$ cat config.mk
export PLATFORM = sky130hd
export DESIGN_NAME = shse_queue
export DESIGN_NICKNAME = d
export VERILOG_FILES = /design/src/hw/rtl/shse_pkg.sv /design/src/hw/rtl/shse_queue.sv
export SDC_FILE = /design/constraint.sdc
export NUM_CORES = 1
export LEC_CHECK = 0
export BUFFER_PORTS_ARGS = -buffer_cell sky130_fd_sc_hd__buf_2
export CORE_MARGIN = 2
export CORE_UTILIZATION = 47
export DETAILED_ROUTE_END_ITERATION = 7
export GPL_TIMING_DRIVEN = 0
export PLACE_DENSITY = 0.73
export REMOVE_ABC_BUFFERS = 1
export SKIP_LAST_GASP = 1
export SLEW_MARGIN = 40
export SYNTH_ARGS = -nofsm -noshare
export SYNTH_HDL_FRONTEND = slang
export SYNTH_SLANG_ARGS = --single-unit
$ cat constraint.sdc
create_clock -name clk -period 8.3 [get_ports clk]
set_input_delay 2.49 -clock clk [delete_from_list [all_inputs] [get_ports clk]]
set_output_delay 2.49 -clock clk [all_outputs]
set_load 0.01 [all_outputs]
$ cat src/hw/rtl/shse_pkg.sv
// ----------------------------------------------------------------------------
// shse_pkg
// Shared types, constants and the Salsa round functions of the hash and
// symbol engine.
// ----------------------------------------------------------------------------
`default_nettype none

package shse_pkg;

  localparam int DoubleRoundsDefault = 6;
  localparam int QDepth = 2;
  localparam int QAddrW = $clog2(QDepth);

  localparam logic [4:0] SymBitsReset = 5'd8;
  localparam logic [4:0] SymBitsMax   = 5'd16;

  localparam logic ActHash   = 1'b0;
  localparam logic ActSymbol = 1'b1;

  localparam logic [31:0] Tau0 = 32'h61707865;
  localparam logic [31:0] Tau1 = 32'h3120646e;
  localparam logic [31:0] Tau2 = 32'h79622d36;
  localparam logic [31:0] Tau3 = 32'h6b206574;

  typedef logic [31:0] word_t;
  typedef word_t [15:0] state_t;
  typedef word_t [3:0] quad_t;

  typedef struct packed {
    logic        action;
    logic [63:0] seed;
    logic [31:0] data;
    logic [9:0]  point_index;
  } in_word_t;

  typedef struct packed {
    logic [63:0] digest;
    logic [15:0] symbol;
    logic        index_error;
  } out_word_t;

  typedef struct packed {
    logic        action;
    logic [63:0] seed;
    logic [31:0] data;
    logic        err;
    logic [2:0]  word_ind;
    logic [5:0]  shift;
    logic [15:0] mask;
  } cmd_t;

  typedef enum logic [1:0] {
    BK_IDLE,
    BK_ROUND,
    BK_FINISH
  } bk_state_t;

  // symbols per 64-bit word
  function automatic logic [6:0] per_word(input logic [4:0] b);
    logic [6:0] pw;
    unique case (b) inside
      5'd1:                  pw = 7'd64;
      5'd2:                  pw = 7'd32;
      5'd3:                  pw = 7'd21;
      5'd4:                  pw = 7'd16;
      5'd5:                  pw = 7'd12;
      5'd6:                  pw = 7'd10;
      5'd7:                  pw = 7'd9;
      5'd8:                  pw = 7'd8;
      5'd9:                  pw = 7'd7;
      5'd10:                 pw = 7'd6;
      5'd11, 5'd12:          pw = 7'd5;
      [5'd13:5'd16]:         pw = 7'd4;
      default:               pw = 7'd64;
    endcase
    return pw;
  endfunction

  function automatic word_t rotl(input word_t v, input int unsigned c);
    return (v << c) | (v >> (32 - c));
  endfunction

  function automatic quad_t quarter(input word_t a, input word_t b,
                                    input word_t c, input word_t d);
    word_t a2, b2, c2, d2, s;
    s  = a + d;
    b2 = b ^ rotl(s, 7);
    s  = b2 + a;
    c2 = c ^ rotl(s, 9);
    s  = c2 + b2;
    d2 = d ^ rotl(s, 13);
    s  = d2 + c2;
    a2 = a ^ rotl(s, 18);
    return {d2, c2, b2, a2};
  endfunction

  // one Salsa round: column round when row is low, row round otherwise
  function automatic state_t salsa_round(input state_t x, input logic row);
    state_t y;
    quad_t  q;
    y = x;
    if (!row) begin
      q = quarter(y[0], y[4], y[8], y[12]);
      y[0] = q[0]; y[4] = q[1]; y[8] = q[2]; y[12] = q[3];
      q = quarter(y[5], y[9], y[13], y[1]);
      y[5] = q[0]; y[9] = q[1]; y[13] = q[2]; y[1] = q[3];
      q = quarter(y[10], y[14], y[2], y[6]);
      y[10] = q[0]; y[14] = q[1]; y[2] = q[2]; y[6] = q[3];
      q = quarter(y[15], y[3], y[7], y[11]);
      y[15] = q[0]; y[3] = q[1]; y[7] = q[2]; y[11] = q[3];
    end else begin
      q = quarter(y[0], y[1], y[2], y[3]);
      y[0] = q[0]; y[1] = q[1]; y[2] = q[2]; y[3] = q[3];
      q = quarter(y[5], y[6], y[7], y[4]);
      y[5] = q[0]; y[6] = q[1]; y[7] = q[2]; y[4] = q[3];
      q = quarter(y[10], y[11], y[8], y[9]);
      y[10] = q[0]; y[11] = q[1]; y[8] = q[2]; y[9] = q[3];
      q = quarter(y[15], y[12], y[13], y[14]);
      y[15] = q[0]; y[12] = q[1]; y[13] = q[2]; y[14] = q[3];
    end
    return y;
  endfunction

  function automatic state_t init_state(input logic [63:0] seed,
                                        input logic [31:0] data);
    state_t x;
    x[0]  = Tau0;
    x[5]  = Tau1;
    x[10] = Tau2;
    x[15] = Tau3;
    for (int k = 0; k < 4; k++) begin
      x[1 + k]  = {16'd0, seed[16*k +: 16]};
      x[11 + k] = {16'd0, seed[16*k +: 16]};
    end
    x[6] = data;
    x[7] = data;
    x[8] = '0;
    x[9] = '0;
    return x;
  endfunction

  function automatic logic [63:0] fold_digest(input state_t x);
    word_t lo, hi;
    lo = '0;
    hi = '0;
    for (int k = 0; k < 8; k++) begin
      lo = lo ^ x[2*k];
      hi = hi ^ x[2*k + 1];
    end
    return {hi, lo};
  endfunction

endpackage

`default_nettype wire

$ cat src/hw/rtl/shse_queue.sv
// ----------------------------------------------------------------------------
// shse_queue
// Short command queue between the front decoder and the back engine.
// ----------------------------------------------------------------------------
`default_nettype none

module shse_queue (
  input  wire logic            clk,
  input  wire logic            rst_n,
  input  wire logic            push,
  input  wire shse_pkg::cmd_t  push_cmd,
  output logic                 full,
  input  wire logic            pop,
  output shse_pkg::cmd_t       pop_cmd,
  output logic                 empty
);
  import shse_pkg::*;

  cmd_t              mem_r [QDepth];
  logic [QAddrW-1:0] wr_ptr_r, wr_ptr_nxt;
  logic [QAddrW-1:0] rd_ptr_r, rd_ptr_nxt;
  logic [QAddrW:0]   count_r, count_nxt;

  assign full    = count_r == (QAddrW+1)'(QDepth);
  assign empty   = count_r == '0;
  assign pop_cmd = mem_r[rd_ptr_r];

  always_comb begin
    wr_ptr_nxt = wr_ptr_r;
    rd_ptr_nxt = rd_ptr_r;
    count_nxt  = count_r;
    if (push) begin
      wr_ptr_nxt = (wr_ptr_r == QAddrW'(QDepth - 1)) ? '0 : wr_ptr_r + 1'b1;
    end
    if (pop) begin
      rd_ptr_nxt = (rd_ptr_r == QAddrW'(QDepth - 1)) ? '0 : rd_ptr_r + 1'b1;
    end
    if (push && !pop) begin
      count_nxt = count_r + 1'b1;
    end else if (pop && !push) begin
      count_nxt = count_r - 1'b1;
    end
  end

  always_ff @(posedge clk) begin
    if (!rst_n) begin
      wr_ptr_r <= '0;
      rd_ptr_r <= '0;
      count_r  <= '0;
    end else begin
      wr_ptr_r <= wr_ptr_nxt;
      rd_ptr_r <= rd_ptr_nxt;
      count_r  <= count_nxt;
    end
  end

  always_ff @(posedge clk) begin
    if (push) begin
      mem_r[wr_ptr_r] <= push_cmd;
    end
  end

`ifndef SYNTH
  a_count_bound: assert property (@(posedge clk) disable iff (!rst_n)
    count_r <= (QAddrW+1)'(QDepth))
    else $error("queue count over depth");
`endif

endmodule

`default_nettype wire

Word-level counts from Yosys, hierarchy flattened. Memories as Yosys holds them, arrays and structs flattened. A register that Yosys moved wholly into a read port is not among the register bits. Index checks and enable logic that the tools add are counted.

Register bits: 4. RAM bits: 246. Output and inout port bits: 125. Word-level logic and storage cells: 23. Memories kept: 1.

Add/subtract/negate cells: 4. Eq/ne operators: 1. Muxes and demuxes: 8. Reduce and logical (&&, ||, !) cells: 6.

Memories: mem_r (depth 2, bits a word 123, rd ports 1, clocked after Yosys merged registers in 1, write ports 1, RTL line shse_queue.sv:19) `cmd_t mem_r [QDepth];`.

Operators by type and width (count): two-way mux 1 bit (6); two-way mux 2 bit (2); adder 1 bit (second input constant) (2); adder 2 x 1 -> 2 bit (second input constant) (1); equality test 2 bit (second input constant) (1); logical AND 1 bit (2); logical NOT 1 bit (2); logical NOT 2 bit (1); nonzero test 2 bit (1); subtractor 2 x 1 -> 2 bit (second input constant) (1).

Logic depth before layout (Yosys ltp).
Depth in word-level cells: 4. Gate-level depth with buffers: 5.

Worst setup path after synthesis. OpenSTA, ideal clock, no wires.

Path kind: input to register. From: in push. To: mem mem_r[0][0] (netlist bit) (enable). Setup time: 0.621 ns. Arrival: 7.856 ns. Required time: 7.679 ns. Path slack: -0.177 ns. Cell stages on the path: 1. Path buffers: 0. Path through: nor2b_1.

Cells in the longest elaborated chain, start to end: 2.

RTL lines: from (decl) (RTL line shse_queue.sv:10) `input wire logic push,`; two-way mux 1 bit (RTL line shse_queue.sv:58) `if (push) begin`; two-way mux 1 bit (implied by the code) (RTL line shse_queue.sv:59) `mem_r[wr_ptr_r] <= push_cmd;`; to (decl) (RTL line shse_queue.sv:19).

No other way between the ends.

==> results.txt <==
Endpoints failing setup: 0
Number of H-tree levels: 1
Fraction of synthesized cell area taken by the top area cell type: 78.7%
FF-to-FF path depth: 3
Maximum fanout count along the critical path: 32
Leak pwr: 4.60 nW
Most frequent standard cell in the layout excluding fill and tap cells: sky130_fd_sc_hd__buf_2
Setup Crit Path Kind: register to primary output
# hold bufs at CTS: 0
Die extent in x: 145 um
Peak ir drop on the vdd network: 0.179 mV
Share of flip-flops with an asynchronous set or reset after synthesis: 0%
Min cycle time layout: 4530 ps
Number of placement rows: 51
Final Hold Violating Endpoints: 0
Post-synthesis sequential area ratio: 79.8%
Clock network latency to the later pin of the worst-skew pair: 510 ps
Fraction of final layout cells sized beyond drive strength 1: 60.2%
Worst-Margin Slew: 399 ps
Highest-delay cell along the critical path: sky130_fd_sc_hd__dfxtp_4
Global route overflow: 0
Post-synth EDFFs: 246
Post-synthesis cell type count: 18
Final #Nets: 811
Vias in the first global route: 5,214
Required time of the critical path: 5810 ps
Mean Syn Cell Area: 23.2 um2
Cells after synthesis: 405
Pin count of the biggest net entering global routing: 43
DRC violations left: 0
Crit path cell chain: buf_12 > buf_12 > mux2_2 > buf_2
Leading cell types in the layout, fill and taps excluded: sky130_fd_sc_hd__buf_2 (251), sky130_fd_sc_hd__edfxtp_1 (246), sky130_fd_sc_hd__mux2_4 (70), sky130_fd_sc_hd__mux2_2 (53), sky130_fd_sc_hd__clkbuf_16 (25)
Master cell of the clock root buffer: sky130_fd_sc_hd__clkbuf_16
Routability congestion estimate: 0.721
Min Hold Slack: 560 ps
Top-Level Pins: 252
Critical path's most frequent cell: sky130_fd_sc_hd__buf_12
Reg2Reg Launch Point: wr_ptr_r$_SDFFE_PN0P_
Worst Setup Start Kind: register
Number of buffers created by CTS: 25
Most used flip-flop cell after synthesis: sky130_fd_sc_hd__edfxtp_1
Cell depth of the worst min-delay path: 2
Count of input and output buffers: 251
P per Cell Area: 238 nW/um2
Outcome: finished clean
Synth-to-Final Area Change: 26.5%
WL per Instance: 17.9 um
Clock Pin Slew Worst Setup and Hold Paths: 60 ps
Yosys synthesis warning count: 0
RSZ-0062 raised after global routing: no
Global-route wire length before repair: 26,900 um
Register-to-Register Setup Slack: 6610 ps
Setup Fix Bufs, Post-CTS: 0
Via total after detailed routing: 4,683
Kind of end point of the critical path: primary output
Total Die Area: 21,100 um2
Final period util: 54.6%
Starting utilization of the core area: 48.0%
Overall routed net length: 17,300 um
Highest clock frequency the design can meet: 0.221 GHz
Die H: 145 um
Antenna violation net count after detailed routing: 0
Overall Global Routing Usage: 15.8%
Floorplan core area: 19,500 um2
Sink of the worst hold path: count_r[1]$_SDFFE_PN0P_
Post-Syn Area: 9380 um2
Area contributors post-synth: sky130_fd_sc_hd__edfxtp_1 (79%), sky130_fd_sc_hd__mux2_4 (11%), sky130_fd_sc_hd__mux2_2 (6.4%), sky130_fd_sc_hd__dfxtp_1 (1.1%), sky130_fd_sc_hd__buf_6 (0.96%)
# resized after CTS: 0
Detailed placement HPWL: 12,000 um
End-of-flow core utilization: 60.8%
Worst slew margin relative to its limit: 73.4%
Total iterations of the first detailed-routing run: 4
Arr. time, crit path: 2040 ps
Number of design-rule violations left by the first detailed-router iteration: 171
Number of vias per cell: 4.84
Library cell occupying the most area in the post-synthesis netlist: sky130_fd_sc_hd__edfxtp_1
Clock tree sinks: 251
Endpoint of the lowest-slack register-to-register path: mem_r[1][62]$_DFFE_PP_
Worst Skew: 4.65 ps
Hold Crit Class: register to register
Clock tree from TritonCTS: done
Maxcap violations: 0
Critical Path Max Stage Delay: 500 ps
HP Start: count_r[1]$_SDFFE_PN0P_
Count of final max-slew check failures: 0
Flip-flop and latch count after synthesis: 251
Antenna violations before repair: 3
Clock buffer depth: 3
## power by group
group	switching [W]	leakage (nW)	total (W)	internal, W
combinational	0.000154	1.89	0.000322	0.000167
clock	0.000433	0.356	0.00102	0.000588
sequential	0.0000201	2.35	0.00149	0.00147
total	0.000607	4.60	0.00283	0.00222
## worst max path at each step
stage              from                      to  slack [ps]  cells after the start
2_1_floorplan      push   mem_r[0][0]$_DFFE_PP_        -180                      1
3_3_place_gp       push  mem_r[0][48]$_DFFE_PP_       -2920                      2
3_5_place_dp   register             pop_cmd[27]        4280                      4
4_1_cts        register             pop_cmd[27]        3720                      4
5_1_grt        register            pop_cmd[104]        3670                      4
6_report       register            pop_cmd[107]        3770                      4
## synthesized netlist by cell type (2+ instances only)
library cell	n
sky130_fd_sc_hd__dfxtp_1	5
sky130_fd_sc_hd__edfxtp_1	246
sky130_fd_sc_hd__buf_6	8
sky130_fd_sc_hd__xor2_1	2
sky130_fd_sc_hd__buf_2	5
sky130_fd_sc_hd__nor2b_1	3
sky130_fd_sc_hd__mux2_4	70
sky130_fd_sc_hd__mux2_2	53
sky130_fd_sc_hd__and2_1	4
## through the flow
step / setup TNS [ps] / cell area (um2) / power [W] / cells / setup WS (ps)
global placement: -379970 / 10800 / 0.00185 / 907 / -2920
detailed placement: 0 / 11100 / 0.00184 / 921 / 4280
floorplan: -21900 / 9250 / 0.00171 / 391 / -177
global route: 0 / 11900 / 0.00293 / 967 / 3670
finish: 0 / 11900 / 0.00283 / 968 / 3770
CTS: 0 / 11900 / 0.00286 / 966 / 3720
## cell families after synthesis
| group | synth area share [%] |
|---|---|
| AO/OA/AOI/OAI | 0.213 |
| XOR/XNOR | 0.280 |
| adder cells (fa/ha/maj) | 0.133 |
| buffers and inverters | 1.43 |
| flip-flops | 79.8 |
| multiplexers | 17.6 |
| AND/OR/NAND/NOR | 0.573 |
## registers in the layout, indices dropped and copies added, names as in the netlist, named ones only
name and cells:
wr_ptr_r 1, count_r 2, mem_r 246, rd_ptr_r 1
## cell type report
class	instances	area (um2)
well taps	265	332
fillers	1468	7660
flip-flops and latches	251	7490
clock inverters	9	72.6
multi-input cells	139	1770
repair buffers	265	1530
clock buffers	36	667
diodes	2	5.00
inverters	1	3.75
## metal layers
metal  routed length [um]  GRT usage [%]  vias to the layer above  part of all wire [%]
li1                     -              -                     2166                     -
met1                 6630           18.1                     2294                    38
met2                 8720           28.1                      191                    50
met3                 1600           5.57                       30                   9.2
met4                  369           4.46                        2                   2.1
met5                   13              0                        -                 0.075
## worst max-delay path, delay by kind of cell, from the launching register on
| kind | cells | cell delay [ps] |
|---|---|---|
| buffers and inverters | 3 | 630 |
| DFF | 1 | 500 |
| muxes | 1 | 370 |
Note: power is estimated with default switching activity, not from simulation.
