$ cat config.mk
export PLATFORM = sky130hd
export DESIGN_NAME = shse_front
export DESIGN_NICKNAME = d
export VERILOG_FILES = /design/src/hw/rtl/shse_pkg.sv /design/src/hw/rtl/shse_front.sv
export SDC_FILE = /design/constraint.sdc
export NUM_CORES = 1
export LEC_CHECK = 0
export CAP_MARGIN = 20
export CORE_AREA = 2 2 101 103
export DETAILED_ROUTE_END_ITERATION = 8
export DIE_AREA = 0 0 103 105
export DONT_BUFFER_PORTS = 1
export PLACE_DENSITY_LB_ADDON = 0.3
export SYNTH_ARGS = -nofsm -noshare
export SYNTH_HDL_FRONTEND = slang
export SYNTH_SLANG_ARGS = --single-unit
$ cat constraint.sdc
create_clock -name clk -period 16.8 [get_ports clk]
set_input_delay 3.36 -clock clk [delete_from_list [all_inputs] [get_ports clk]]
set_output_delay 3.36 -clock clk [all_outputs]
set_load 0.005 [all_outputs]
$ cat src/hw/rtl/shse_pkg.sv
// ----------------------------------------------------------------------------
// shse_pkg
// Shared types, constants and the Salsa round functions of the hash and
// symbol engine.
// ----------------------------------------------------------------------------
`default_nettype none

package shse_pkg;

  localparam int DoubleRoundsDefault = 6;
  localparam int QDepth = 2;
  localparam int QAddrW = $clog2(QDepth);

  localparam logic [4:0] SymBitsReset = 5'd8;
  localparam logic [4:0] SymBitsMax   = 5'd16;

  localparam logic ActHash   = 1'b0;
  localparam logic ActSymbol = 1'b1;

  localparam logic [31:0] Tau0 = 32'h61707865;
  localparam logic [31:0] Tau1 = 32'h3120646e;
  localparam logic [31:0] Tau2 = 32'h79622d36;
  localparam logic [31:0] Tau3 = 32'h6b206574;

  typedef logic [31:0] word_t;
  typedef word_t [15:0] state_t;
  typedef word_t [3:0] quad_t;

  typedef struct packed {
    logic        action;
    logic [63:0] seed;
    logic [31:0] data;
    logic [9:0]  point_index;
  } in_word_t;

  typedef struct packed {
    logic [63:0] digest;
    logic [15:0] symbol;
    logic        index_error;
  } out_word_t;

  typedef struct packed {
    logic        action;
    logic [63:0] seed;
    logic [31:0] data;
    logic        err;
    logic [2:0]  word_ind;
    logic [5:0]  shift;
    logic [15:0] mask;
  } cmd_t;

  typedef enum logic [1:0] {
    BK_IDLE,
    BK_ROUND,
    BK_FINISH
  } bk_state_t;

  // symbols per 64-bit word
  function automatic logic [6:0] per_word(input logic [4:0] b);
    logic [6:0] pw;
    unique case (b) inside
      5'd1:                  pw = 7'd64;
      5'd2:                  pw = 7'd32;
      5'd3:                  pw = 7'd21;
      5'd4:                  pw = 7'd16;
      5'd5:                  pw = 7'd12;
      5'd6:                  pw = 7'd10;
      5'd7:                  pw = 7'd9;
      5'd8:                  pw = 7'd8;
      5'd9:                  pw = 7'd7;
      5'd10:                 pw = 7'd6;
      5'd11, 5'd12:          pw = 7'd5;
      [5'd13:5'd16]:         pw = 7'd4;
      default:               pw = 7'd64;
    endcase
    return pw;
  endfunction

  function automatic word_t rotl(input word_t v, input int unsigned c);
    return (v << c) | (v >> (32 - c));
  endfunction

  function automatic quad_t quarter(input word_t a, input word_t b,
                                    input word_t c, input word_t d);
    word_t a2, b2, c2, d2, s;
    s  = a + d;
    b2 = b ^ rotl(s, 7);
    s  = b2 + a;
    c2 = c ^ rotl(s, 9);
    s  = c2 + b2;
    d2 = d ^ rotl(s, 13);
    s  = d2 + c2;
    a2 = a ^ rotl(s, 18);
    return {d2, c2, b2, a2};
  endfunction

  // one Salsa round: column round when row is low, row round otherwise
  function automatic state_t salsa_round(input state_t x, input logic row);
    state_t y;
    quad_t  q;
    y = x;
    if (!row) begin
      q = quarter(y[0], y[4], y[8], y[12]);
      y[0] = q[0]; y[4] = q[1]; y[8] = q[2]; y[12] = q[3];
      q = quarter(y[5], y[9], y[13], y[1]);
      y[5] = q[0]; y[9] = q[1]; y[13] = q[2]; y[1] = q[3];
      q = quarter(y[10], y[14], y[2], y[6]);
      y[10] = q[0]; y[14] = q[1]; y[2] = q[2]; y[6] = q[3];
      q = quarter(y[15], y[3], y[7], y[11]);
      y[15] = q[0]; y[3] = q[1]; y[7] = q[2]; y[11] = q[3];
    end else begin
      q = quarter(y[0], y[1], y[2], y[3]);
      y[0] = q[0]; y[1] = q[1]; y[2] = q[2]; y[3] = q[3];
      q = quarter(y[5], y[6], y[7], y[4]);
      y[5] = q[0]; y[6] = q[1]; y[7] = q[2]; y[4] = q[3];
      q = quarter(y[10], y[11], y[8], y[9]);
      y[10] = q[0]; y[11] = q[1]; y[8] = q[2]; y[9] = q[3];
      q = quarter(y[15], y[12], y[13], y[14]);
      y[15] = q[0]; y[12] = q[1]; y[13] = q[2]; y[14] = q[3];
    end
    return y;
  endfunction

  function automatic state_t init_state(input logic [63:0] seed,
                                        input logic [31:0] data);
    state_t x;
    x[0]  = Tau0;
    x[5]  = Tau1;
    x[10] = Tau2;
    x[15] = Tau3;
    for (int k = 0; k < 4; k++) begin
      x[1 + k]  = {16'd0, seed[16*k +: 16]};
      x[11 + k] = {16'd0, seed[16*k +: 16]};
    end
    x[6] = data;
    x[7] = data;
    x[8] = '0;
    x[9] = '0;
    return x;
  endfunction

  function automatic logic [63:0] fold_digest(input state_t x);
    word_t lo, hi;
    lo = '0;
    hi = '0;
    for (int k = 0; k < 8; k++) begin
      lo = lo ^ x[2*k];
      hi = hi ^ x[2*k + 1];
    end
    return {hi, lo};
  endfunction

endpackage

`default_nettype wire

$ cat src/hw/rtl/shse_front.sv
// ----------------------------------------------------------------------------
// shse_front
// Accepts input words, holds the symbol width register and decodes symbol
// reads into word index, bit shift and mask.
// ----------------------------------------------------------------------------
`default_nettype none

module shse_front (
  input  wire logic               clk,
  input  wire logic               rst_n,
  input  wire logic               cfg_valid,
  output logic                    cfg_ready,
  input  wire logic [4:0]         cfg_data,
  input  wire logic               in_valid,
  output logic                    in_ready,
  input  wire shse_pkg::in_word_t in_word,
  input  wire logic               q_full,
  output logic                    push,
  output shse_pkg::cmd_t          push_cmd
);
  import shse_pkg::*;

  logic [4:0]  sym_bits_r;
  logic [4:0]  b;
  logic [6:0]  pw;
  logic [9:0]  rem;
  logic [9:0]  dvs;
  logic [2:0]  quo;
  logic [11:0] prod;
  logic [16:0] mask_w;

  assign cfg_ready = 1'b1;

  always_ff @(posedge clk) begin
    if (!rst_n) begin
      sym_bits_r <= SymBitsReset;
    end else if (cfg_valid) begin
      sym_bits_r <= cfg_data;
    end
  end

  always_comb begin
    if (sym_bits_r == 5'd0) begin
      b = 5'd1;
    end else if (sym_bits_r > SymBitsMax) begin
      b = SymBitsMax;
    end else begin
      b = sym_bits_r;
    end
  end

  assign pw = per_word(b);

  // three-step restoring divide; quotient known to be below 8 unless error
  always_comb begin
    rem = in_word.point_index;
    quo = '0;
    for (int k = 2; k >= 0; k--) begin
      dvs = 10'(pw) << k;
      if (rem >= dvs) begin
        rem    = rem - dvs;
        quo[k] = 1'b1;
      end
    end
  end

  assign prod   = 12'(rem[6:0]) * 12'(b);
  assign mask_w = (17'd1 << b) - 17'd1;

  assign in_ready = !q_full;
  assign push     = in_valid && !q_full;

  always_comb begin
    push_cmd.action   = in_word.action;
    push_cmd.seed     = in_word.seed;
    push_cmd.data     = in_word.data;
    push_cmd.err      = in_word.point_index >= {pw, 3'b000};
    push_cmd.word_ind = quo;
    push_cmd.shift    = prod[5:0];
    push_cmd.mask     = mask_w[15:0];
  end

endmodule

`default_nettype wire

Word level (Yosys, flattened, before mapping). Cells that the tools add are included.

Register bits after elaboration: 5. Input bits: 117. Output and inout port bits: 126.

Equal/unequal tests: 11. Mux-type cells: 9. Reductions and logical operators: 5. Shifts and indexed selects: 1. Add/sub/neg operators: 4. Order comparisons: 7. Multiply operators: 1.

Operators with widths (count): one-hot mux 7 bit (11 select lines) (1); equality test 5 x 4 -> 1 bit, second input constant (5); equality test 5 x 3 -> 1 bit, second input constant (4); two-way mux 10 bit (2); left shift 1 x 5 -> 16 bit, first input constant (1); subtractor 16 x 1 -> 16 bit, second input constant (1); equality test 5 x 2 -> 1 bit, second input constant (2); greater-or-equal comparator 10 bit (1); greater-or-equal comparator 10 x 7 -> 1 bit (1); greater-or-equal comparator 10 x 8 -> 1 bit (1); greater-or-equal comparator 10 x 9 -> 1 bit (1); two-way mux 5 bit (2); subtractor 10 x 8 -> 10 bit (1); subtractor 10 x 9 -> 10 bit (1); multiplier 7 x 5 -> 6 bit (1); two-way mux 7 bit (1); subtractor 7 bit (1); greater-or-equal comparator 5 x 4 -> 1 bit, second input constant (1); > comparator 5 bit, second input constant (1); <= comparator 5 bit, second input constant (1); zero test 5 bit (1); two-way mux 1 bit (3); logical AND 1 bit (2); OR reduction 2 bit (1); zero test 1 bit (1).

Longest topological paths before layout. Gate-level depths: netlist of the first run.

Depth after elaboration: 13. Mapped depth: 48. Depth with buffers taken out: 45.

Least setup slack after synthesis of the first run. OpenSTA, ideal clock, no wires.

Kind: input to output. Start: input in_word[2] (netlist bit). End: output push_cmd[21] (netlist bit). Buffers on the path: 2. Setup slack: 1.853 ns. Cell stages on the path: 44. Arrival: 11.587 ns. Cell sequence: inv_1 ha_1 inv_1 fa_1 nand3_1 and2_4 a21oi_2 nor2_1 clkbuf_1 nor2_1 a21oi_1 inv_1 ha_1 nor2b_1 o211ai_1 nand2_1 o21ai_0 o31ai_4 [... 8 more ...] a211oi_1 o221ai_1 a211oi_2 buf_6 inv_1 nand2_1 o21ai_0 or2_2 fa_1 inv_1 fa_1 fa_1 ha_1 a21oi_1 xnor2_1 xnor2_2 xnor2_1 xnor2_1.

RTL lines: start, declared (line shse_front.sv:16) `input wire shse_pkg::in_word_t in_word,`; end, declared (line shse_front.sv:19) `output shse_pkg::cmd_t push_cmd`.

==> results of run 1 <==
-- stage by stage --
step / util (%) / area, sq um / total power, mW / worst slack, ps
6_report: 26.6 / 2560 / 0.289 / 1420
4_1_cts: 26.6 / 2560 / 0.292 / 1440
5_1_grt: 26.6 / 2560 / 0.327 / 737
2_1_floorplan: - / 3140 / 0.240 / 1850
3_3_place_gp: 26.1 / 2520 / 0.266 / 1650
3_5_place_dp: 26.1 / 2520 / 0.268 / 1460
-- layout make-up --
cell class / count / share of cell area [%]
multi-input cells: 288 / 81.9
flip-flops and latches: 5 / 3.90
repair buffers: 3 / 0.878
well taps: 133 / 6.49
inverters: 35 / 5.12
clock buffers: 4 / 1.76
-- power groups by stage --
stage	sequential, mW	combinational [mW]	clock, mW
after global placement	0.0157	0.250	0
after detailed placement	0.0157	0.252	0
after CTS	0.0155	0.254	0.0225
after floorplan	0.0132	0.227	0
after global routing	0.0159	0.287	0.0240
final	0.0156	0.251	0.0220
-- how the worst max path moves through the flow --
stage	startpoint	end	slack, ps	cells past startpoint
5_1_grt	in_word[4]	push_cmd[21]	740	40
6_report	in_word[2]	push_cmd[21]	1420	41
2_1_floorplan	in_word[2]	push_cmd[21]	1850	44
3_5_place_dp	in_word[2]	push_cmd[21]	1460	42
4_1_cts	in_word[2]	push_cmd[21]	1440	42
3_3_place_gp	in_word[2]	push_cmd[21]	1650	42
-- layout by cell type (no fill, tap or decap), types with 2 or more instances in the layout --
cell                       netlist  final
sky130_fd_sc_hd__buf_4          99      3
sky130_fd_sc_hd__nor2_1         35     35
sky130_fd_sc_hd__and2_1          2      2
sky130_fd_sc_hd__mux2i_1        10     10
sky130_fd_sc_hd__dfxtp_1         5      5
sky130_fd_sc_hd__nor3_1          9      9
sky130_fd_sc_hd__fa_1            8      8
sky130_fd_sc_hd__a21oi_1        26     26
sky130_fd_sc_hd__nand3_1         5      5
sky130_fd_sc_hd__mux2_2          4      4
sky130_fd_sc_hd__and3_1          2      2
sky130_fd_sc_hd__nand2b_1        5      5
sky130_fd_sc_hd__o21ai_0        31     31
sky130_fd_sc_hd__ha_1           37     37
sky130_fd_sc_hd__inv_1          34     34
sky130_fd_sc_hd__clkbuf_8        0      3
sky130_fd_sc_hd__nor2b_1         9      9
sky130_fd_sc_hd__a211oi_1        2      2
sky130_fd_sc_hd__xnor2_1        12     12
sky130_fd_sc_hd__a32oi_1         2      2
sky130_fd_sc_hd__o21bai_1        2      2
sky130_fd_sc_hd__a21o_1          4      4
sky130_fd_sc_hd__or2_2           6      6
sky130_fd_sc_hd__nor4b_1         2      2
sky130_fd_sc_hd__or3_1           3      3
sky130_fd_sc_hd__conb_1          1      3
sky130_fd_sc_hd__nand4_1         5      5
sky130_fd_sc_hd__o211ai_1        3      3
sky130_fd_sc_hd__a31oi_1         2      2
sky130_fd_sc_hd__xor2_1          5      5
sky130_fd_sc_hd__nand2_1        28     28
-- logic make-up (layout without fill, tap and decap cells) --
family	after synthesis	count (layout)
other cells	1	3
flops	5	5
xor+xnor	18	18
mux	15	15
simple gates	117	117
fa+ha+maj	45	45
buf+inv	148	42
compound gates	90	90
-- metal layers --
layer / global-route usage [%] / wire [microns] / vias up / part of all wire, %
li1: - / - / 1180 / -
met1: 16.8 / 3110 / 1102 / 41
met2: 21.4 / 3260 / 98 / 43
met3: 2.74 / 691 / 62 / 9.0
met4: 9.96 / 588 / 0 / 7.7
met5: 0 / 0 / - / 0
-- worst register-to-register path, cell delays in order (launching register included) --
cell	delay [ps]
sky130_fd_sc_hd__dfxtp_1	700
sky130_fd_sc_hd__mux2i_1	160
sky130_fd_sc_hd__nor2b_1	130
==> impl_summary.txt, run 1 <==
----------------------------------------------------
[Outcome]
  Run status ... completed

[Worst setup path]
  CP Max Fanout ... 13
  Reg2reg end ... sym_bits_r[0]
  Kind of critical path ... in2out
  Critical Path RT ... about 13000 ps
  Number of cells traversed by the worst register-to-register path ... 2
  Worst Setup Start Kind ... input port
  WP data arrival ... around 12000 ps
  Crit path top cell by count ... sky130_fd_sc_hd__inv_1
  Reg-to-reg slack, setup ... 15750 ps
  FF-to-FF Start ... sym_bits_r[0]
  Cell with the largest stage delay on the worst path ... sky130_fd_sc_hd__fa_1
  Largest delay share family, worst path ... adder cells
  Endpoint type of the worst setup path ... output port
  Delay of the slowest cell on the worst path ... ~530 ps
  Worst path bufs/invs ... 7

[Synthesis]
  Commonest cells in the netlist ... sky130_fd_sc_hd__buf_4, sky130_fd_sc_hd__ha_1, sky130_fd_sc_hd__nor2_1
  Post-synthesis cell type count ... between 60 and 70
  Number of cells produced by synthesis ... 439
  Area share of fa/ha/maj cells after synthesis ... about a fifth
  Post-Synth Simple-Gate Area ... 18.2%
  Xor and xnor fraction of the mapped netlist area ... under 10%
  Dominant cell by count in the synthesized netlist ... sky130_fd_sc_hd__buf_4
  Number of synthesized flops with an enable pin ... 0
  Mapped Avg Cell Area ... approximately 7.1 sq um
  Ranking of synthesized cells by area ... sky130_fd_sc_hd__buf_4, sky130_fd_sc_hd__ha_1, sky130_fd_sc_hd__fa_1
  Dominant synthesized flop cell ... sky130_fd_sc_hd__dfxtp_1
  Compound-cell area share of the yosys netlist ... 18.2%
  Main combinational cell family by area after synthesis ... buffers and inverters
  Biggest area consumer among synthesized cells ... sky130_fd_sc_hd__buf_4
  Summed instance area of the synthesized netlist ... 3130 sq um
  Async set-or-reset flop fraction in the synthesized netlist ... 0%
  Part of the Yosys area used for sequential elements ... under 10%
  Number of synthesized register bits ... 5
  Proportion of synthesized area in mux cells ... 5.12%
  Synth Warn # ... 0
  Portion of synthesized cell area occupied by the leading cell type ... a little under a quarter

[Timing]
  Highest Clock Rate ... 0.0650 GHz
  Max-slew headroom at the worst pin ... between 50% and 60%
  Worst-case hold slack ... slightly below 700 ps
  Slew at the pin with the worst max-slew slack ... approximately 700 ps
  Final max-slew violation count ... 0
  Final setup fails ... 0
  Total Neg Setup Slack ... 0 ps
  Share of the clock period used by the worst path ... between 90 and 100%
  RSZ-0062 raised after global routing ... false
  Number of hold violations in the final report ... 0
  Crit path time final ... about 15000 ps
  Clk_skew ... 0 ps

[Routing]
  Vias per cell ... 5.22
  Router iterations before antenna repair ... 4
  Post-route DRC ... 0
  Wirelength per Cell ... roughly 16 microns
  DR vias ... ~2400
  Count of routing violations after the opening detailed-route iteration ... 97
  Final antenna-violating net count ... 0
  Routed wire length ... around 7700 microns

[Floorplanning]
  Vertical extent of the die ... ~110 microns
  Boundary Pins ... 243
  DIE AREA ... 10800 sq um
  Core footprint ... about 9600 sq um
  Die W ... roughly 100 microns
  Cell row count ... 36
  Initial Util ... between 30% and 40%

[Power]
  Share of total power in the clock network ... under 10%
  Logic pwr share ... roughly 87%
  Power spent charging and discharging nets ... around 0.15 mW
  Total power density per cell area ... 113 nW/um^2
  Leak Pwr ... approximately 1.1 nW
  Maximum resistive drop on vdd ... a little under 0.04 mV
  Switching portion of total power ... 53.0%
  Cell internal pwr ... roughly 0.14 mW
  Sequential fraction of design power ... 5.4%

[Min path]
  Start point of the worst hold path ... sym_bits_r[4]
  Hold Crit Depth ... 2
  Destination of the worst hold path ... sym_bits_r[4]
  Worst min-delay path class ... reg2reg

[Global routing]
  First-pass GRT wire length ... around 12000 microns
  Antenna violations before repair ... 0
  Number of global-route vias before repair ... roughly 2400
  Congestion Overflow GR ... 0
  Global-route usage over all layers ... around 14%
  Maximum number of pins on one net before global-route repair ... 20

[Clocking]
  CTS buffer count ... 3
  Number of buffers inserted by hold repair at cts ... 0
  Postcts setup bufs ... 0
  TritonCTS Sinks ... 5
  Clock tree from TritonCTS ... built
  Root Buffer Master ... sky130_fd_sc_hd__clkbuf_8
  H-tree depth ... 1
  Worst-skew pair later-pin latency ... 220 ps
  PostCTS Resize Cnt ... 0
  Clock-pin slew reported for the worst setup and hold paths after clock tree synthesis ... ~30 ps
  Maximum number of buffers from clock root to sink ... 2

[Placement]
  DP Wirelength ... 6200 microns
  Placed cell count ... roughly 460
  Port buffer count ... 0
  Final RePlAce weighted congestion ... between 0.8 and 0.9

[Cells and area]
  Number of fillers in the final layout ... 1107
  Non-Filler Instances ... roughly 470
  Sequential cell area ... about 100 sq um
  Number of flip-flops in the largest register ... 5
  Regs by FF count ... sym_bits_r (5)
  Post-synthesis to final-layout area growth ... -18.0%
  Antenna diode count ... 0
  Largest register by flop count ... sym_bits_r
  Area of the multi-input gates ... between 2000 and 2500 sq um
  Share of layout cells above drive strength 1 ... around 7%
  Final net count ... about 500

[Run]
  Max-cap violations ... 0

----------------------------------------------------
Note: power is estimated with default switching activity, not from simulation.
==> inputs of run 2 (changes only) <==
Settings changed: REMOVE_ABC_BUFFERS set to 1.
==> run 2 against run 1 <==
Net effect: combinational power about the same; critical endpoint unchanged; critical path depth increased by 2; clock skew unchanged; register-to-register slack about the same; first-iteration DRC count increased by 45%; via count rose by 5.4%; design area fell by 0.29%; clock power about the same; sequential cell count unchanged; sequential power barely moved.
==> impl_summary.txt, run 2 (same netlist as run 1, synthesis figures left out) <==
----------------------------------------------------
[Timing]
  Max-slew headroom at the worst pin ... 44.8% (-7.8 points)
  Final max-slew violation count ... 0 (unchanged)
  RSZ-0062 raised after global routing ... false
  Total Neg Setup Slack ... 0 ps (unchanged)
  Slack of the critical path ... 882 ps (-540 ps)
  Number of hold violations in the final report ... 0 (unchanged)
  Clk_skew ... 0 ps (unchanged)
  Share of the clock period used by the worst path ... 94.7% (+3.2 points)
  Crit path time final ... 15920 ps (+540 ps)
  Final setup fails ... 0 (unchanged)
  Slew at the pin with the worst max-slew slack ... 826 ps (+123 ps)
  Highest Clock Rate ... 0.0628 GHz (-3.4%)

[Power]
  Sequential fraction of design power ... 5.4% (about the same)
  Cell internal pwr ... 0.135 mW (-0.57%)
  Share of total power in the clock network ... 7.5% (about the same)
  Final Power ... 0.290 mW (+0.39%)
  Power spent charging and discharging nets ... 0.155 mW (+1.2%)
  Switching portion of total power ... 53.4% (+0.45 points)
  Maximum resistive drop on vdd ... 0.0489 mV (+27%)
  Logic pwr share ... 87.1% (about the same)
  Leak Pwr ... 1.09 nW (-0.49%)
  Total power density per cell area ... 113 nW/um^2 (+0.68%)

[Clocking]
  Worst-skew pair later-pin latency ... 210 ps (about the same)
  Postcts setup bufs ... 0 (unchanged)
  Clock tree from TritonCTS ... built
  Number of buffers inserted by hold repair at cts ... 0 (unchanged)
  H-tree depth ... 1 (unchanged)
  PostCTS Resize Cnt ... 0 (unchanged)
  CTS buffer count ... 3 (unchanged)
  Clock-pin slew reported for the worst setup and hold paths after clock tree synthesis ... 30 ps (about the same)
  Maximum number of buffers from clock root to sink ... 2 (unchanged)
  Root Buffer Master ... sky130_fd_sc_hd__clkbuf_8
  TritonCTS Sinks ... 5 (unchanged)

[Global routing]
  Congestion Overflow GR ... 0 (unchanged)
  GR met1 Demand/Resource ... 17.2% (+0.40 points)
  Global-route usage over all layers ... 31.6% (+18 points)
  Met3 routing resource usage after global routing ... 40.0% (+37 points)
  Met2 Use GR ... 49.4% (+28 points)
  Maximum number of pins on one net before global-route repair ... 20 (unchanged)
  Number of global-route vias before repair ... 2358 (-2.8%)
  First-pass GRT wire length ... 22600 microns (+85%)
  GR peak layer ... met2
  Antenna violations before repair ... 0 (unchanged)

[Min path]
  Destination of the worst hold path ... sym_bits_r[4]
  Hold Crit Depth ... 2 (unchanged)
  Worst min-delay path class ... reg2reg
  Start point of the worst hold path ... sym_bits_r[4]

[Worst setup path]
  Reg-to-reg slack, setup ... 15760 ps (about the same)
  Critical Path RT ... 13440 ps (about the same)
  CP Max Fanout ... 14 (+1)
  Worst Setup Start Kind ... input port
  Kind of critical path ... in2out
  Number of cells traversed by the worst register-to-register path ... 2 (unchanged)
  FF-to-FF Start ... sym_bits_r[0]
  Reg2reg end ... sym_bits_r[0]
  WP data arrival ... 12560 ps (+540 ps)
  Cell with the largest stage delay on the worst path ... sky130_fd_sc_hd__a211oi_2
  Crit path top cell by count ... sky130_fd_sc_hd__inv_1
  Delay of the slowest cell on the worst path ... 670 ps (+140 ps)
  Endpoint type of the worst setup path ... output port

[Routing]
  Router iterations before antenna repair ... 4 (unchanged)
  Final antenna-violating net count ... 0 (unchanged)
  Vias per cell ... 5.51 (+5.7%)
  Post-route DRC ... 0 (unchanged)
  Routed wire length ... 17800 microns (+130%)
  Count of routing violations after the opening detailed-route iteration ... 141 (+45%)
  Wirelength per Cell ... 38.2 microns (+130%)
  DR vias ... 2575 (+5.4%)

[Cells and area]
  Leading cell type in the layout, fill and taps excluded ... sky130_fd_sc_hd__ha_1
  Antenna diode count ... 0 (unchanged)
  Largest register by flop count ... sym_bits_r
  Finished Core Util ... 26.5% (-0.078 points)
  Final Instance Area ... 2560 sq um (-0.29%)
  Share of layout cells above drive strength 1 ... 6.89% (-0.28 points)
  Number of flip-flops in the largest register ... 5 (unchanged)
  Most frequent cells in the layout ... sky130_fd_sc_hd__ha_1, sky130_fd_sc_hd__nor2_1, sky130_fd_sc_hd__inv_1, sky130_fd_sc_hd__o21ai_0, sky130_fd_sc_hd__nand2_1
  Post-synthesis to final-layout area growth ... -18.2%
  Final net count ... 497 (-0.20%)
  Regs by FF count ... sym_bits_r (5)

[Placement]
  DP Worst Slack ... 986 ps (-470 ps)
  Final RePlAce weighted congestion ... 1.03 (+21%)
  DP Wirelength ... 16500 microns (+170%)
  Total cell area at the placement stage ... 2510 sq um (-0.30%)
  Port buffer count ... 0 (unchanged)

[Floorplanning]
  Vertical extent of the die ... 105 microns (unchanged)
  DIE AREA ... 10800 sq um (unchanged)
  Cell row count ... 36 (unchanged)
  Core footprint ... 9640 sq um (unchanged)
  Die W ... 103 microns (unchanged)
  Boundary Pins ... 243 (unchanged)
  Initial Util ... 32.5% (unchanged)

[Outcome]
  Run status ... completed

[Run]
  Max-cap violations ... 0 (unchanged)

----------------------------------------------------
run 2: changes by cell type in the layout (fill, tap and decap cells not counted), sizes merged:
cell / previous run / this run
buf: 3 / 2
run 2: worst max path at each step:
| stage | to | startpoint | cells past startpoint | slack (ps) |
|---|---|---|---|---|
| 6_report | push_cmd[21] | in_word[2] | 43 | 880 |
| 5_1_grt | push_cmd[21] | in_word[2] | 43 | 350 |
| 4_1_cts | push_cmd[21] | in_word[2] | 43 | 950 |
| 3_5_place_dp | push_cmd[21] | in_word[2] | 43 | 990 |
| 3_3_place_gp | push_cmd[21] | in_word[2] | 43 | 1250 |
| 2_1_floorplan | push_cmd[21] | in_word[2] | 42 | 1580 |
run 2: critical path, delay by kind of cell:
kind / cells / cell delay (ps)
XOR/XNOR: 4 / 650
multiplexers: 1 / 360
buffers and inverters: 7 / 740
AO/OA/AOI/OAI: 12 / 2860
AND/OR/NAND/NOR: 11 / 1630
adder cells (fa/ha/maj): 8 / 2910
run 2: routing by layer:
layer / wire, microns / vias to the layer above
met5: 84 / -
met4: 1640 / 2
met3: 5020 / 50
met2: 7740 / 264
met1: 3330 / 1084
li1: - / 1175
run 2: final cells by class:
cell class              instances  area [sq um]
repair buffers                  2          15.0
flip-flops and latches          5           100
multi-input cells             288          2100
fillers                      1095          7080
well taps                     133           166
inverters                      35           131
clock buffers                   4          45.0
run 2: power by group through the flow:
stage / clock [mW] / combinational [mW] / sequential [mW]
6_report: 0.0217 / 0.253 / 0.0156
4_1_cts: 0.0221 / 0.252 / 0.0155
3_5_place_dp: 0 / 0.250 / 0.0157
2_1_floorplan: 0 / 0.203 / 0.0147
5_1_grt: 0.0229 / 0.284 / 0.0159
3_3_place_gp: 0 / 0.248 / 0.0156
run 2: stage by stage:
| step | instances | hold WS [ps] |
|---|---|---|
| after floorplan | 328 | 602 |
| after global placement | 463 | 699 |
| after detailed placement | 463 | 705 |
| after CTS | 467 | 713 |
| after global routing | 467 | 773 |
| final | 467 | 715 |
